## config.mk

```make
export PLATFORM = sky130hd
export DESIGN_NAME = segmented_lru4_cache_policy
export DESIGN_NICKNAME = d
export VERILOG_FILES = /design/src/design/s4lru_pkg.sv /design/src/design/s4lru_datapath.sv /design/src/design/s4lru_ctrl.sv /design/src/design/segmented_lru4_cache_policy.sv
export SDC_FILE = /design/constraint.sdc
export NUM_CORES = 2
export LEC_CHECK = 0
export BUFFER_PORTS_ARGS = -buffer_cell sky130_fd_sc_hd__buf_2
export CAP_MARGIN = 10
export CORE_ASPECT_RATIO = 1.5
export CORE_MARGIN = 2
export CORE_UTILIZATION = 60
export DETAILED_ROUTE_END_ITERATION = 8
export PLACE_DENSITY = 0.76
export SYNTH_ARGS = -nofsm -noshare
export SYNTH_HDL_FRONTEND = slang
export SYNTH_SLANG_ARGS = --single-unit
```

## constraint.sdc

```tcl
create_clock -name i_clk -period 9.73 [get_ports i_clk]
set_input_delay 0.4865 -clock i_clk [delete_from_list [all_inputs] [get_ports i_clk]]
set_output_delay 0.4865 -clock i_clk [all_outputs]
set_load 0.03 [all_outputs]
```

## src/design/s4lru_pkg.sv

```systemverilog
// ----------------------------------------------------------------------------
// s4lru_pkg
// Types and constants shared by the segmented LRU controller and datapath.
// ----------------------------------------------------------------------------
`default_nettype none
package s4lru_pkg;
    localparam int KEY_W  = 31;
    localparam int CAP_W  = 5;
    localparam int HSEG_W = 2;
    localparam int SEG_W  = 3;
    localparam logic [CAP_W-1:0] CAP_RESET = 5'd16;

    typedef enum logic [2:0] {
        OP_NOP     = 3'd0,
        OP_LOAD    = 3'd1,
        OP_LOOK    = 3'd2,
        OP_REMOVE  = 3'd3,
        OP_INSERT  = 3'd4,
        OP_PUBLISH = 3'd5
    } t_op;

    typedef struct packed {
        t_op              op;
        logic [SEG_W-1:0] seg;
        logic             use_gone;
    } t_cmd;

    typedef struct packed {
        logic             hit;
        logic             top;
        logic [SEG_W-1:0] seg;
        logic             gone_v;
    } t_status;
endpackage
`default_nettype wire

```

## src/design/s4lru_datapath.sv

```systemverilog
// ----------------------------------------------------------------------------
// s4lru_datapath
// Entry store with parallel tag compare, per-segment rank update, output regs.
// ----------------------------------------------------------------------------
`default_nettype none
module s4lru_datapath import s4lru_pkg::*; #(
    parameter int SEGMENT_COUNT = 4,
    parameter int SEGMENT_DEPTH = 16
) (
    input  wire logic              i_clk,
    input  wire logic              i_rst_n,
    input  wire logic              i_cfg_wr_en,
    input  wire logic [CAP_W-1:0]  i_cfg_wr_data,
    input  wire logic [KEY_W-1:0]  i_access_key,
    input  wire t_cmd              i_cmd,
    output t_status                o_status,
    output logic                   o_hit,
    output logic [HSEG_W-1:0]      o_hit_segment,
    output logic                   o_dropped_valid,
    output logic [KEY_W-1:0]       o_dropped_key
);
    localparam int SC = SEGMENT_COUNT;
    localparam int SD = SEGMENT_DEPTH;
    localparam int SW = (SC > 1) ? $clog2(SC) : 1;
    localparam int RW = (SD > 1) ? $clog2(SD) : 1;
    localparam int FW = $clog2(SD + 1);

    logic [KEY_W-1:0] r_key  [SC][SD];
    logic [RW-1:0]    r_rank [SC][SD];
    logic [SD-1:0]    r_valid [SC];
    logic [FW-1:0]    r_fill  [SC];
    logic [CAP_W-1:0] r_cap;
    logic [KEY_W-1:0] r_in_key;
    logic             r_hit;
    logic [SW-1:0]    r_hseg;
    logic [SD-1:0]    r_hslot;
    logic [KEY_W-1:0] r_gone;
    logic             r_gone_v;

    logic [FW-1:0]    eff_cap;
    logic             l_hit;
    logic [SW-1:0]    l_seg;
    logic [SD-1:0]    l_slot;
    logic [SD-1:0]    match_row [SC];
    logic [SW-1:0]    ins_seg;
    logic [SD-1:0]    ins_v;
    logic [FW-1:0]    ins_fill;
    logic             ins_full;
    logic [SD-1:0]    lru_oh;
    logic [SD-1:0]    free_oh;
    logic [SD-1:0]    tgt_oh;
    logic [KEY_W-1:0] lru_key;
    logic [KEY_W-1:0] ins_key;
    logic [RW-1:0]    rem_rank;
    logic [RW-1:0]    lru_rank;

    always_comb begin
        if (r_cap == '0) begin
            eff_cap = FW'(1);
        end else if (32'(r_cap) > 32'(SD)) begin
            eff_cap = FW'(SD);
        end else begin
            eff_cap = FW'(r_cap);
        end
    end

    always_comb begin
        l_hit  = 1'b0;
        l_seg  = '0;
        l_slot = '0;
        for (int s = 0; s < SC; s++) begin
            for (int j = 0; j < SD; j++) begin
                match_row[s][j] = r_valid[s][j] && (r_key[s][j] == r_in_key);
            end
        end
        for (int s = SC - 1; s >= 0; s--) begin
            if (|match_row[s]) begin
                l_hit  = 1'b1;
                l_seg  = SW'(s);
                l_slot = match_row[s];
            end
        end
    end

    always_comb begin
        ins_seg  = i_cmd.seg[SW-1:0];
        ins_v    = r_valid[ins_seg];
        ins_fill = r_fill[ins_seg];
        ins_full = (ins_fill >= eff_cap);
        lru_rank = RW'(ins_fill - FW'(1));
        lru_key  = '0;
        rem_rank = '0;
        for (int j = 0; j < SD; j++) begin
            lru_oh[j] = ins_v[j] && (r_rank[ins_seg][j] == lru_rank);
            if (lru_oh[j]) begin
                lru_key = lru_key | r_key[ins_seg][j];
            end
            if (r_hslot[j]) begin
                rem_rank = rem_rank | r_rank[r_hseg][j];
            end
        end
        free_oh = ~ins_v & (ins_v + SD'(1));
        tgt_oh  = ins_full ? lru_oh : free_oh;
        ins_key = i_cmd.use_gone ? r_gone : r_in_key;
    end

    always_ff @(posedge i_clk) begin
        if (!i_rst_n) begin
            r_cap <= CAP_RESET;
            for (int s = 0; s < SC; s++) begin
                r_valid[s] <= '0;
                r_fill[s]  <= '0;
            end
        end else if (i_cfg_wr_en) begin
            r_cap <= i_cfg_wr_data;
            for (int s = 0; s < SC; s++) begin
                r_valid[s] <= '0;
                r_fill[s]  <= '0;
            end
        end else begin
            unique case (i_cmd.op)
                OP_LOAD: begin
                    r_in_key <= i_access_key;
                end
                OP_LOOK: begin
                    r_hit   <= l_hit;
                    r_hseg  <= l_seg;
                    r_hslot <= l_slot;
                end
                OP_REMOVE: begin
                    for (int j = 0; j < SD; j++) begin
                        if (r_valid[r_hseg][j] && (r_rank[r_hseg][j] > rem_rank)) begin
                            r_rank[r_hseg][j] <= r_rank[r_hseg][j] - RW'(1);
                        end
                    end
                    r_valid[r_hseg] <= r_valid[r_hseg] & ~r_hslot;
                    r_fill[r_hseg]  <= r_fill[r_hseg] - FW'(1);
                end
                OP_INSERT: begin
                    for (int j = 0; j < SD; j++) begin
                        if (tgt_oh[j]) begin
                            r_key[ins_seg][j]  <= ins_key;
                            r_rank[ins_seg][j] <= '0;
                        end else if (ins_v[j]) begin
                            r_rank[ins_seg][j] <= r_rank[ins_seg][j] + RW'(1);
                        end
                    end
                    r_valid[ins_seg] <= ins_v | tgt_oh;
                    if (!ins_full) begin
                        r_fill[ins_seg] <= ins_fill + FW'(1);
                    end
                    r_gone_v <= ins_full;
                    if (ins_full) begin
                        r_gone <= lru_key;
                    end
                end
                OP_PUBLISH: begin
                    o_hit           <= r_hit;
                    o_hit_segment   <= r_hit ? HSEG_W'(r_hseg) : '0;
                    o_dropped_valid <= !r_hit && r_gone_v;
                    o_dropped_key   <= (!r_hit && r_gone_v) ? r_gone : '0;
                end
                default: begin
                end
            endcase
        end
    end

    assign o_status.hit    = r_hit;
    assign o_status.top    = (r_hseg == SW'(SC - 1));
    assign o_status.seg    = SEG_W'(r_hseg);
    assign o_status.gone_v = r_gone_v;
endmodule
`default_nettype wire

```

## src/design/s4lru_ctrl.sv

```systemverilog
// ----------------------------------------------------------------------------
// s4lru_ctrl
// Sequencer for lookup, removal and inserts; owns the handshakes.
// ----------------------------------------------------------------------------
`default_nettype none
module s4lru_ctrl import s4lru_pkg::*; (
    input  wire logic    i_clk,
    input  wire logic    i_rst_n,
    input  wire logic    i_in_valid,
    output logic         o_in_stall,
    output logic         o_out_valid,
    input  wire logic    i_out_stall,
    input  wire t_status i_status,
    output t_cmd         o_cmd
);
    typedef enum logic [5:0] {
        ST_IDLE = 6'b000001,
        ST_LOOK = 6'b000010,
        ST_ACT  = 6'b000100,
        ST_INS1 = 6'b001000,
        ST_INS2 = 6'b010000,
        ST_FIN  = 6'b100000
    } t_state;

    t_state r_state, n_state;
    logic   r_out_valid, n_out_valid;
    logic   can_pub;

    assign can_pub = !r_out_valid || !i_out_stall;

    always_comb begin
        n_state     = r_state;
        n_out_valid = r_out_valid && i_out_stall;
        o_cmd       = '{op: OP_NOP, seg: '0, use_gone: 1'b0};
        unique case (r_state)
            ST_IDLE: begin
                if (i_in_valid) begin
                    o_cmd.op = OP_LOAD;
                    n_state  = ST_LOOK;
                end
            end
            ST_LOOK: begin
                o_cmd.op = OP_LOOK;
                n_state  = ST_ACT;
            end
            ST_ACT: begin
                if (!i_status.hit) begin
                    o_cmd.op = OP_INSERT;
                    n_state  = ST_FIN;
                end else begin
                    o_cmd.op = OP_REMOVE;
                    n_state  = ST_INS1;
                end
            end
            ST_INS1: begin
                o_cmd.op  = OP_INSERT;
                o_cmd.seg = i_status.top ? i_status.seg : i_status.seg + SEG_W'(1);
                n_state   = i_status.top ? ST_FIN : ST_INS2;
            end
            ST_INS2: begin
                if (i_status.gone_v) begin
                    o_cmd.op       = OP_INSERT;
                    o_cmd.seg      = i_status.seg;
                    o_cmd.use_gone = 1'b1;
                end
                n_state = ST_FIN;
            end
            ST_FIN: begin
                if (can_pub) begin
                    o_cmd.op    = OP_PUBLISH;
                    n_out_valid = 1'b1;
                    n_state     = ST_IDLE;
                end
            end
            default: begin
                n_state = ST_IDLE;
            end
        endcase
    end

    always_ff @(posedge i_clk) begin
        if (!i_rst_n) begin
            r_state     <= ST_IDLE;
            r_out_valid <= 1'b0;
        end else begin
            r_state     <= n_state;
            r_out_valid <= n_out_valid;
        end
    end

    assign o_in_stall  = (r_state != ST_IDLE);
    assign o_out_valid = r_out_valid;
endmodule
`default_nettype wire

```

## src/design/segmented_lru4_cache_policy.sv

```systemverilog
// Sequence: load, lookup, then an insert on a miss; on a top-segment hit, removal and
// an insert; on a hit in a lower segment, removal and one or two inserts; then publish.
// At most one entry-store operation per cycle; a new key is taken only after publish.
// Reset (synchronous, active low) empties all segments and sets capacity 16.
// A capacity write also empties all segments.
`default_nettype none
// ----------------------------------------------------------------------------
// segmented_lru4_cache_policy
// Segmented LRU replacement policy, top level: controller plus datapath.
// ----------------------------------------------------------------------------
module segmented_lru4_cache_policy import s4lru_pkg::*; #(
    parameter int SEGMENT_COUNT = 4,
    parameter int SEGMENT_DEPTH = 16
) (
    input  wire logic              i_clk,
    input  wire logic              i_rst_n,
    input  wire logic              i_cfg_wr_en,
    input  wire logic [CAP_W-1:0]  i_cfg_wr_data,
    input  wire logic              i_in_valid,
    output logic                   o_in_stall,
    input  wire logic [KEY_W-1:0]  i_access_key,
    output logic                   o_out_valid,
    input  wire logic              i_out_stall,
    output logic                   o_hit,
    output logic [HSEG_W-1:0]      o_hit_segment,
    output logic                   o_dropped_valid,
    output logic [KEY_W-1:0]       o_dropped_key
);
    t_cmd    cmd;
    t_status status;

    s4lru_ctrl u_ctrl (
        .i_clk       (i_clk),
        .i_rst_n     (i_rst_n),
        .i_in_valid  (i_in_valid),
        .o_in_stall  (o_in_stall),
        .o_out_valid (o_out_valid),
        .i_out_stall (i_out_stall),
        .i_status    (status),
        .o_cmd       (cmd)
    );

    s4lru_datapath #(
        .SEGMENT_COUNT (SEGMENT_COUNT),
        .SEGMENT_DEPTH (SEGMENT_DEPTH)
    ) u_datapath (
        .i_clk           (i_clk),
        .i_rst_n         (i_rst_n),
        .i_cfg_wr_en     (i_cfg_wr_en),
        .i_cfg_wr_data   (i_cfg_wr_data),
        .i_access_key    (i_access_key),
        .i_cmd           (cmd),
        .o_status        (status),
        .o_hit           (o_hit),
        .o_hit_segment   (o_hit_segment),
        .o_dropped_valid (o_dropped_valid),
        .o_dropped_key   (o_dropped_key)
    );
endmodule
`default_nettype wire

```

==> flow_summary_export.csv <==
group,metric,value,unit
synth,netlist-cell-type-count,86,
global_route,gr-usage-all-layers,0.562,
timing,setup_viol_count_final,0,
timing,finClkSkew,0.0696,ns
timing,drv_slew,3,
pwr,power.share.sequential,0.528,
timing,max_freq,116,MHz
detailed_routing,drt_iter0_markers,16700,
pwr,peakVddDrop,0.212,mV
setup_path,crit_path_end_kind,"flop",
synth,synth_flop_cell,"edfxtp_1",
clock_tree,cts_setup_buffers,0,
setup_path,max_stage_delay,1.15,ns
synth,synth-edff-count,2441,
setup_path,timing.rr.end,"u_datapath.r_gone[12]",
clock_tree,clock_path_buffers,4,
detailed_routing,drt_first_pass_iters,9,
min_path,holdPathStages,2,
clock_tree,clk_latency,0.96,ns
timing,final.setup.worst_slack,1.10,ns
cells_and_area,nets,8645,
placed_design,gp_congestion,1.14,
clock_tree,clk_pin_slew,0.07,ns
global_route,grt_max_degree,118,
clock_tree,ctsHoldBuffers,49,
setup_path,arrival,9.27,ns
floorplan,fp.coreArea,206000,um2
global_route,grt_pass1_vias,86300,
clock_tree,tritoncts,"built",
floorplan,die_y,561,um
detailed_routing,vias,90800,
floorplan,die_w,376,um
detailed_routing,wl_per_cell,51.9,um
setup_path,cp_cell_sequence,"nor2b_1 > o21ai_4 > nand2_4 > buf_4 > buf_4 > nand2_1 > and3_1 > a31oi_1 > xnor2_1 > and4_2 > buf_4 > a22oi_1 > nand3_1 > or3_1",
min_path,hp-start,"i_access_key[17]",
setup_path,rrSetupSlack,1.10,ns
clock_tree,clockRootBuffer,"clkbuf_16",
timing,fin_crit,8.63,ns
synth,yosysWarnings,0,
global_route,grt-ovfl-total,0,
detailed_routing,drc,3,
synth,synth_async_sr_flop_share,0,
placed_design,portBuffers,77,
detailed_routing,via_per_inst,7.95,
clock_tree,cts_resized,0,
pwr,p_switching,5.02,mW
setup_path,startpoint_type,"flop",
cells_and_area,syn_to_final_growth,10.3,%
cells_and_area,fin_util,0.666,
cells_and_area,fill_cells,14200,
synth,synthesis.instances,8415,
min_path,min_to,"u_datapath.r_in_key[17]",
timing,fin_hold_ws,0.239,ns
timing,grt_setup_unrepaired,"false",
timing,hold_viol,0,
setup_path,cp_common_cell,"buf_4",
synth,syn_nets,8560,
detailed_routing,ant_nets,0,
floorplan,pin_count,78,
pwr,intPower,17.0,mW
timing,tns,0,ns
pwr,p_leak,42.3,nW
placed_design,pre_cts_ws,2.73,ns
pwr,p_clk_frac,0.429,
setup_path,cp.required,10.37,ns
placed_design,dp_hpwl,410000,um
pwr,powerDensity,161,nW/um2
floorplan,fp.dieArea,211000,um2
setup_path,reg2regPathDepth,14,
setup_path,crit_fanout,68,
run,cap_violations,1,
min_path,min_path_type,"input pin to flop",
global_route,grt_pass1_wl,780000,um
pwr,combPwrFrac,0.043,
clock_tree,htree_levels,4,
setup_path,crit_path_top_delay_cell,"a22oi_1",
floorplan,floorplan.initialDensity,0.604,
setup_path,critical_path_class,"flop to flop",
synth,syn-cell-area,124000,um2
pwr,switching_share,0.228,
cells_and_area,drive_above_1_share,0.167,
setup_path,r2r_start,"u_datapath.r_hseg[1]",
timing,fin_crit_sh,0.887,
synth,avgSynthCellArea,14.8,um2
synth,ys_seq_area_frac,0.592,
timing,worstMarginPinSlew,1.63,ns
outcome,violations,"design-rule violations, max-capacitance violations, max-slew violations",
global_route,grt_antenna_before_repair,112,
clock_tree,cts.sinks,2453,
clock_tree,cts_buffers,232,
synth,synth_seq_cells,2453,
floorplan,num_rows,204,
outcome,run_status,"complete, but fails checks",
timing,max_slew_margin,-0.0995,
detailed_routing,wl,593000,um
-- synthesized netlist by cell type, types with 62 or more instances --
| master | instances | area, um2 |
|---|---|---|
| a22oi_1 | 221 | 1660 |
| buf_1 | 131 | 492 |
| buf_2 | 169 | 846 |
| clkbuf_1 | 220 | 826 |
| edfxtp_1 | 2441 | 73300 |
| ha_1 | 104 | 1300 |
| inv_1 | 99 | 372 |
| mux4_2 | 582 | 13100 |
| nand2_1 | 437 | 1640 |
| nand3_1 | 96 | 480 |
| nand4_1 | 565 | 3530 |
| nor2_1 | 243 | 912 |
| nor4_1 | 164 | 1030 |
| o21ai_0 | 67 | 335 |
| o22ai_1 | 62 | 388 |
| xnor2_1 | 1950 | 17100 |
| xor2_1 | 159 | 1390 |
-- layer usage --
layer | global-route usage | vias up | wire length [um]
met5 | 0.00909 | - | 763
met4 | 0.598 | 72 | 84000
met3 | 0.240 | 3273 | 86800
met2 | 0.821 | 9539 | 254000
met1 | 0.584 | 45300 | 167000
li1 | - | 32700 | -
-- layout by cell type (no fill, tap or decap), types with 159 or more instances in the layout --
cell type	count
edfxtp_1	2441
xnor2_1	1950
mux4_2	582
nand4_1	565
nand2_1	434
clkbuf_16	237
a22oi_1	218
buf_4	216
nor2_1	186
xor2_1	159
-- kinds of logic (layout without fill, tap and decap cells) --
| logic type | Yosys count | in the layout | synth area share |
|---|---|---|---|
| fa+ha+maj | 104 | 104 | 0.0105 |
| compound gates | 667 | 667 | 0.0390 |
| mux | 646 | 646 | 0.111 |
| buf+inv | 630 | 893 | 0.0210 |
| simple gates | 1802 | 1802 | 0.0767 |
| xor+xnor | 2113 | 2113 | 0.149 |
| flops | 2453 | 2453 | 0.592 |
| other cells | 0 | 67 | 0 |
-- sequential cells by signal (all words and copies together), names as in the netlist --
signal	cells
u_datapath.r_hseg	2
u_datapath.o_hit	1
u_ctrl.o_out_valid	1
u_datapath.o_hit_segment	2
u_datapath.r_hslot	16
u_ctrl.r_state	6
u_datapath.r_gone	31
u_datapath.o_dropped_key	31
u_datapath.r_rank	256
u_datapath.r_gone_v	1
u_datapath.r_fill	20
u_datapath.r_hit	1
u_datapath.r_key	1984
u_datapath.o_dropped_valid	1
u_datapath.r_cap	5
u_datapath.r_in_key	31
u_datapath.r_valid	64
-- worst max-delay path: cells and delay by family, from the launching register on --
family / cells / cell delay, ns
xor gates and xnor gates: 1 / 0.11
and+or+nand+nor: 7 / 3.74
AOI/OAI and AO/OA: 3 / 1.77
DFF: 1 / 0.63
buffers and inverters: 3 / 1.82
-- power by group through the flow --
stage | clock network [mW] | registers, mW | logic [mW]
4_1_cts | 9.30 | 11.6 | 0.887
3_3_place_gp | 0 | 11.8 | 0.860
5_1_grt | 9.67 | 11.6 | 0.930
2_1_floorplan | 0 | 11.8 | 0.472
3_5_place_dp | 0 | 11.8 | 0.865
6_report | 9.43 | 11.6 | 0.948
-- metrics by stage --
| stage | instances | area (um2) | total power, mW |
|---|---|---|---|
| finish | 11400 | 137000 | 22.0 |
| global route | 11400 | 137000 | 22.2 |
| CTS | 11300 | 137000 | 21.8 |
| detailed placement | 10900 | 129000 | 12.7 |
| global placement | 10900 | 129000 | 12.7 |
| floorplan | 8415 | 124000 | 12.3 |
-- worst max path at each step --
stage / startpoint / to / slack (ns) / cells after the start
3_5_place_dp: u_datapath.r_hseg[1] / u_datapath.r_key[3][92] / 2.73 / 18
2_1_floorplan: u_datapath.r_hseg[1] / u_datapath.r_key[0][155] / 2.72 / 21
4_1_cts: u_datapath.r_hseg[1] / u_datapath.r_gone[27] / 2.69 / 14
3_3_place_gp: u_datapath.r_hseg[1] / u_datapath.r_key[2][62] / 2.67 / 18
6_report: u_datapath.r_hseg[1] / u_datapath.r_gone[12] / 1.10 / 14
5_1_grt: u_datapath.r_hseg[1] / u_datapath.r_gone[12] / 1.26 / 14
-- layout make-up --
class,instances,area (um2),area share
multi-input cells,5332,48900,0.357
flip-flops and latches,2453,73500,0.537
well taps,2678,3350,0.0245
clock inverters,133,1460,0.0106
inverters,103,387,0.00282
repair buffers,378,3140,0.0229
diodes,67,168,0.00122
clock buffers,279,6120,0.0446
(Power assumes the default switching activity.)
